[config.mk]
export PLATFORM = sky130hd
export DESIGN_NAME = hrt_scan
export DESIGN_NICKNAME = d
export VERILOG_FILES = /design/src/hdl/hrt_pkg.sv /design/src/hdl/hrt_scan.sv
export SDC_FILE = /design/constraint.sdc
export NUM_CORES = 1
export LEC_CHECK = 0
export ABC_CLOCK_PERIOD_IN_PS = 19250
export BUFFER_PORTS_ARGS = -buffer_cell sky130_fd_sc_hd__buf_4
export CAP_MARGIN = 15
export CORE_UTILIZATION = 50
export DETAILED_ROUTE_END_ITERATION = 16
export PLACE_DENSITY_LB_ADDON = 0.3
export SKIP_CTS_REPAIR_TIMING = 1
export SLEW_MARGIN = 20
export SYNTH_ARGS = -nofsm -noshare
export SYNTH_HDL_FRONTEND = slang
export SYNTH_SLANG_ARGS = --single-unit
[constraint.sdc]
create_clock -name clk -period 19.25 [get_ports clk]
set_input_delay 0.9625 -clock clk [delete_from_list [all_inputs] [get_ports clk]]
set_output_delay 0.9625 -clock clk [all_outputs]
set_load 0.1 [all_outputs]
[src/hdl/hrt_pkg.sv]
// Shared types and constants for the heap region tracker.
// Depends on nothing; every other file of the block imports it.
`default_nettype none
package hrt_pkg;

  localparam int ADDR_W        = 48;
  localparam int SIZE_W        = 32;
  localparam int ID_W          = 16;
  localparam int DEPTH_DEFAULT = 64;

  typedef enum logic [1:0] {
    OP_ALLOC  = 2'd0,
    OP_FREE   = 2'd1,
    OP_LOOKUP = 2'd2,
    OP_NONE   = 2'd3
  } op_t;

  typedef enum logic [1:0] {
    ST_OK   = 2'd0,
    ST_MISS = 2'd1,
    ST_DUP  = 2'd2,
    ST_FULL = 2'd3
  } status_t;

  typedef struct packed {
    logic              valid;
    logic [ID_W-1:0]   ident;
    logic [SIZE_W-1:0] len;
    logic [ADDR_W-1:0] base;
  } entry_t;

  typedef struct packed {
    logic              start;
    logic              rd_vld;
    logic [ADDR_W-1:0] addr;
  } scan_req_t;

  typedef struct packed {
    logic              match_hit;
    logic [ID_W-1:0]   match_ident;
    logic [SIZE_W-1:0] match_len;
    logic              free_hit;
    logic              best_hit;
    logic [ADDR_W-1:0] best_base;
    logic [SIZE_W-1:0] best_len;
    logic [ID_W-1:0]   best_ident;
    logic [ADDR_W:0]   best_end;
  } scan_res_t;

endpackage
`default_nettype wire

[src/hdl/hrt_scan.sv]
// Accumulates exact-base match, first free slot and best lower base while the
// table streams past one entry per cycle. Depends on hrt_pkg.
`default_nettype none
module hrt_scan import hrt_pkg::*; #(
  parameter int TABLE_DEPTH = DEPTH_DEFAULT
) (
  input  wire logic                           clk,
  input  wire logic                           rst,
  input  wire scan_req_t                      req,
  input  wire entry_t                         rd_data,
  input  wire logic [$clog2(TABLE_DEPTH)-1:0] rd_idx,
  output scan_res_t                           res,
  output logic      [$clog2(TABLE_DEPTH)-1:0] match_idx,
  output logic      [$clog2(TABLE_DEPTH)-1:0] free_idx
);

  logic is_match;
  logic is_free;
  logic is_better;

  assign is_match  = rd_data.valid && (rd_data.base == req.addr) && !res.match_hit;
  assign is_free   = !rd_data.valid && !res.free_hit;
  assign is_better = rd_data.valid && (rd_data.base <= req.addr) &&
                     (!res.best_hit || (rd_data.base > res.best_base));

  always_ff @(posedge clk) begin
    if (rst || req.start) begin
      res.match_hit <= 1'b0;
      res.free_hit  <= 1'b0;
      res.best_hit  <= 1'b0;
    end else if (req.rd_vld) begin
      if (is_match) begin
        res.match_hit   <= 1'b1;
        match_idx       <= rd_idx;
        res.match_ident <= rd_data.ident;
        res.match_len   <= rd_data.len;
      end
      if (is_free) begin
        res.free_hit <= 1'b1;
        free_idx     <= rd_idx;
      end
      if (is_better) begin
        res.best_hit   <= 1'b1;
        res.best_base  <= rd_data.base;
        res.best_len   <= rd_data.len;
        res.best_ident <= rd_data.ident;
        res.best_end   <= {1'b0, rd_data.base} + {{(ADDR_W-SIZE_W+1){1'b0}}, rd_data.len};
      end
    end
  end

endmodule
`default_nettype wire

==> results of run 1 <==
==> metrics by stage <==
stage          cell area (um^2)  instances  util [%]
2_1_floorplan             11000        885         -
3_3_place_gp              14100       1516      66.0
3_5_place_dp              14100       1516      66.0
4_1_cts                   14700       1554      69.1
5_1_grt                   14700       1554      69.1
6_report                  14700       1554      69.1
==> routing by layer <==
layer | wire [um] | global-route usage, % | share of wire, %
met5 | 9 | 0 | 0.030
met4 | 1160 | 11.1 | 3.9
met3 | 2890 | 7.67 | 9.6
met2 | 14800 | 44.6 | 49
met1 | 11100 | 29.9 | 37
==> path summary, 6_finish.rpt <==
check | start | endpoint | slack, ns | depth (start not counted)
setup / recovery | rd_data[42] | res[130] | 15.67 | 9
hold / removal | res[195] | res[195] | 0.52 | 1
setup reg to reg | res[112] | res[130] | 15.81 | 10
hold reg to reg | res[195] | res[195] | 0.52 | 1
==> power by group through the flow <==
stage | sequential, mW | combinational, mW | clock (mW)
3_3_place_gp | 0.520 | 0.194 | 0
5_1_grt | 0.510 | 0.218 | 0.410
6_report | 0.510 | 0.201 | 0.387
4_1_cts | 0.510 | 0.200 | 0.395
2_1_floorplan | 0.559 | 0.0928 | 0
3_5_place_dp | 0.520 | 0.198 | 0
==> Yosys cell counts (5+ instances only) <==
cell / instances / area share [%]
edfxtp_1: 205 / 56
ha_1: 128 / 15
inv_1: 110 / 3.8
a21oi_1: 66 / 3.0
a21o_1: 62 / 4.2
nand2_1: 37 / 1.3
nand4_1: 29 / 1.7
nor2_1: 29 / 0.99
nand3_1: 26 / 1.2
o21ai_0: 22 / 1.0
xnor2_1: 22 / 1.8
nor3_1: 18 / 0.82
xor2_1: 16 / 1.3
clkbuf_1: 10 / 0.34
nor4_1: 7 / 0.40
o211ai_1: 7 / 0.48
o21a_1: 7 / 0.48
nor2b_1: 6 / 0.34
a211oi_1: 5 / 0.34
o21bai_1: 5 / 0.34
o31ai_1: 5 / 0.34
==> cells in the final DEF (no fill, tap or decap), types with 6 or more instances in the layout <==
cell type,netlist,final
edfxtp_1,205,205
nor2_1,29,29
a21o_1,62,62
inv_1,110,110
clkbuf_16,0,23
nand3_1,26,26
o21ai_0,22,22
ha_1,128,128
nor4_1,7,7
nor2b_1,6,6
xnor2_1,22,22
o211ai_1,7,7
buf_4,0,365
nand4_1,29,29
nand2_1,37,37
xor2_1,16,16
o21a_1,7,7
a21oi_1,66,65
nor3_1,18,17
==> critical path: stages <==
cell and delay [ns]:
buf_4 0.14, ha_1 0.30, nand4_1 0.12, or2_2 0.32, nor3_1 0.37, nand3_1 0.19
nand3b_1 0.27, a211oi_4 0.29, buf_4 0.68
==> cells by family (layout without fill, tap and decap cells) <==
logic type,count (synthesis),count (layout),synth area share (%)
AND/OR/NAND/NOR,176,176,8.21
adder cells (fa/ha/maj),129,129,14.8
AO/OA/AOI/OAI,214,214,13.3
buffers and inverters,120,514,4.10
flip-flops,208,208,56.6
XOR/XNOR,38,38,3.03
==> layout make-up <==
| type | count | area, um^2 |
|---|---|---|
| tap | 275 | 344 |
| clock buffer | 27 | 591 |
| sequential | 208 | 6220 |
| multi-input combinational | 557 | 4330 |
| timing repair buffer | 366 | 2750 |
| clock inverter | 11 | 58.8 |
| inverter | 110 | 413 |
| fill | 1544 | 6580 |
==> state kept, by name, indices dropped and copies added, names as in the netlist <==
| name | cells |
|---|---|
| free_idx | 6 |
| res | 196 |
| match_idx | 6 |
==> flow_summary.ini, run 1 <==
[cts]
cts_buffers = 22
cts_buffer_depth = 3
clk_latency_ns = 0.50
htreeDepth = 1
cts_tree = yes
path_clk_slew_ns = 0.06
clock-sinks = 208
cts_root_buffer = clkbuf_16

[die]
rows = 53
die_h_um = 150
start_util_pct = 51.6
coreArea_um2 = 21300
ios = 363
dieArea_um2 = 22600
die_w_um = 150

[grt]
grt_max_degree = 86
overflow = 0
track_usage_pct = 25.9
grt_antenna_before_repair = 1
grt_pass1_vias = 8373
grt_pass1_wl_um = 44500

[timing]
drv_slew = 0
max_freq_ghz = 0.280
tightest_slew_ns = 1.07
setup_ws_ns = 15.67
finClkSkew_ns = 0.0163
final.setup.tns_ns = 0
rsz0062_at_grt = false
hold_viol_final = 0
relSlewSlack_pct = 28.8
hold_ws_ns = 0.521
fin_crit_sh_pct = 18.6
post-route-min-period_ns = 3.58
setup-violations-final = 0

[synthesis]
synth_edf_count = 205
ys_dominant_reg_cell = edfxtp_1
syn_inst = 885
synth_cell_types = 58
syn_nets = 1169
synth-async-reset-ratio_pct = 0
syn_avg_cell_area_um2 = 12.4
yosys_warnings = 0
synth-seq-area-share_pct = 56.6
synthesis.area_um2 = 11000
synth-seq-cells = 208

[power_and_ir_drop]
p_leak_nw = 6.69
powerDensity_nw_per_um2 = 74.7
p_int_mw = 0.802
clkPwrFrac_pct = 35.3
p_sw_mw = 0.297
combPwrFrac_pct = 18.3
power_mw = 1.10
ir_drop_mv = 0.0505
swShare_pct = 27.0
seq_power_share_pct = 46.4

[finish]
nNetsFinal = 1549
drive_above_1_share_pct = 32.5
n_antenna_cell = 0
area_delta_synth_final_pct = 34.0

[routing]
wl_per_cell_um = 19.3
finalWirelength_um = 30000
vias = 8557
firstDrtPassIters = 5
drc = 0
antenna_left = 0
drt_iter0_drc = 409
via_per_inst = 5.51

[place]
port_buffers = 362
place_congestion = 0.892
detailedPlace.worstSlack_ns = 14.98
hpwl_um = 23400

[hold_path]
min_path_type = reg2reg

[status]
status = finished, final reports clean

[job]
maxCapViolCount = 0

[setup_path]
startpoint_type = input port
end_kind = register
path_class = in2reg
cp_max_fo = 60
crit_required_ns = 19.37
cp.arrival_ns = 3.70
No activity file was read; power rests on OpenSTA's default activity.
==> run 2: changes to the inputs <==
--- a/config.mk
+++ b/config.mk
@@ -5,7 +5,8 @@
 export SDC_FILE = /design/constraint.sdc
 export NUM_CORES = 1
 export LEC_CHECK = 0
-export ABC_CLOCK_PERIOD_IN_PS = 19250
+export ABC_AREA = 1
+export ABC_CLOCK_PERIOD_IN_PS = 3300
 export BUFFER_PORTS_ARGS = -buffer_cell sky130_fd_sc_hd__buf_4
 export CAP_MARGIN = 15
 export CORE_UTILIZATION = 50
==> constraint.sdc (replaced) <==
create_clock -name clk -period 3.3 [get_ports clk]
set_input_delay 0.165 -clock clk [delete_from_list [all_inputs] [get_ports clk]]
set_output_delay 0.165 -clock clk [all_outputs]
set_load 0.1 [all_outputs]
==> flow_summary.ini, run 2 <==
[routing]
antenna_left = 0
finalWirelength_um = 40300
via_per_inst = 5.33
drc = 0
vias = 10900
wl_per_cell_um = 19.6
firstDrtPassIters = 5
drt_iter0_drc = 695

[cts]
clk_latency_ns = 0.52
cts_buffer_depth = 3
htreeDepth = 1
cts_buffers = 23
cts_root_buffer = clkbuf_16
clock-sinks = 208
cts_tree = yes
path_clk_slew_ns = 0.06

[synthesis]
syn_nets = 1509
ys_top_cells_by_count = nand2_1 (266), edfxtp_1 (205), inv_1 (188)
synth-seq-area-share_pct = 52.4
synth_top_area_share_pct = 51.9
yosysTopAreaCell = edfxtp_1
syn_inst = 1225
ys_dominant_reg_cell = edfxtp_1
synth-seq-cells = 208
syn_avg_cell_area_um2 = 9.68
yosysMostFrequentCell = nand2_1
yosys-top-cells-area = edfxtp_1 (52%), ha_1 (14%), nand2_1 (8.4%)
synth-async-reset-ratio_pct = 0
synth_edf_count = 205
yosys_warnings = 0
synth_cell_types = 32
synthesis.area_um2 = 11900

[finish]
final_cell_mix = buf_4 (364), nand2_1 (266), edfxtp_1 (205), inv_1 (188), ha_1 (128)
drive_above_1_share_pct = 25.7
final_common_cell = buf_4
top_register = res
nNetsFinal = 2005
largest_reg_flops = 196
fin_cells = 2053
reg_top3 = res x196, free_idx x6, match_idx x6
area_delta_synth_final_pct = 42.0

[die]
start_util_pct = 51.6
die_w_um = 156
dieArea_um2 = 24300
coreArea_um2 = 23000
rows = 55
die_h_um = 156
ios = 363

[timing]
drv_slew = 0
tightest_slew_ns = 0.793
post-route-min-period_ns = 3.24
hold_ws_ns = 0.00282
hold_viol_final = 0
setup_ws_ns = 0.0626
max_freq_ghz = 0.309
final.setup.tns_ns = 0
relSlewSlack_pct = 46.7
setup-violations-final = 0
finClkSkew_ns = 0.0104
fin_crit_sh_pct = 98.1

[setup_path]
end_kind = register
cp_slowest_cell = dlygate4sd3_1
critical_path.max_stage_delay_ns = 0.54
cp_cell_sequence = dlygate4sd3_1, buf_4, ha_1, nand2_1, nor2_1, nand3_1, nor3_1, nand4_1, nand2_1, nand2_1, nor2_4, buf_12
cp_max_fo = 82
rr_worst_depth = 13
startpoint_type = input port
cpMostUsedCell = nand2_1
path_class = in2reg
cp.arrival_ns = 3.39
crit_required_ns = 3.45

[place]
port_buffers = 362
detailedPlace.worstSlack_ns = 0.181
hpwl_um = 29800
dp.cells = 1904
place_congestion = 0.971

[grt]
grt_max_degree = 83
overflow = 0
grt_antenna_before_repair = 2
track_usage_pct = 30.1
grt_pass1_wl_um = 55400
grt_pass1_vias = 10100

[hold_path]
hold_depth = 4
min_path_type = in2reg

[power_and_ir_drop]
p_leak_nw = 7.79
powerDensity_nw_per_um2 = 406
power_mw = 6.84
ir_drop_mv = 0.352

[job]
maxCapViolCount = 0

[status]
status = finished, final reports clean
-- run 2: where the power goes --
group / total, mW / internal, mW / switching (mW)
Clock: 2.51 / 1.45 / 1.06
Combinational: 1.36 / 0.492 / 0.868
Sequential: 2.97 / 2.96 / 0.0123
-- run 2: layout make-up --
type | count | area, um^2
clock buffers | 31 | 646
inverters | 198 | 743
fillers | 1623 | 6150
clock inverters | 11 | 87.6
multi-input cells | 819 | 4930
well taps | 313 | 392
diodes | 2 | 5.00
repair buffers | 471 | 3820
flip-flops and latches | 208 | 6220
-- run 2: path summary, 6_finish.rpt --
check               from       end  slack (ns)
max reg2reg     res[124]   res[47]        0.55
min reg2reg     res[145]  res[145]        0.52
min          rd_data[96]  res[146]       0.003
max          rd_data[21]   res[47]        0.06
-- run 2: routing by layer --
metal | vias to the layer above | track usage (%) | wire (um)
met1 | 5149 | 37.9 | 15800
met3 | 93 | 5.72 | 3310
met5 | - | 0 | 0
met4 | 0 | 9.10 | 1340
met2 | 537 | 52.4 | 19800
li1 | 5160 | - | -
-- run 2: cell families (layout without fill, tap and decap cells) --
| logic type | after synthesis | count (layout) | share of synthesized area (%) |
|---|---|---|---|
| compound gates | 171 | 171 | 8.02 |
| fa+ha+maj | 129 | 129 | 13.7 |
| simple gates | 492 | 492 | 17.6 |
| flops | 208 | 208 | 52.4 |
| other cells | 0 | 2 | 0 |
| xor+xnor | 27 | 27 | 1.99 |
| buf+inv | 198 | 711 | 6.27 |
-- run 2: critical path, delay by kind of cell --
family,cells,cell delay [ns]
adders and majority gates,1,0.31
and+or+nand+nor,8,1.75
buffers and inverters,3,1.06
-- run 2: through the flow --
stage,instance area (um^2),util (%)
after floorplan,11900,-
after global placement,15000,65.5
after detailed placement,15000,65.5
after CTS,15800,68.7
after global routing,16800,73.3
final,16800,73.3
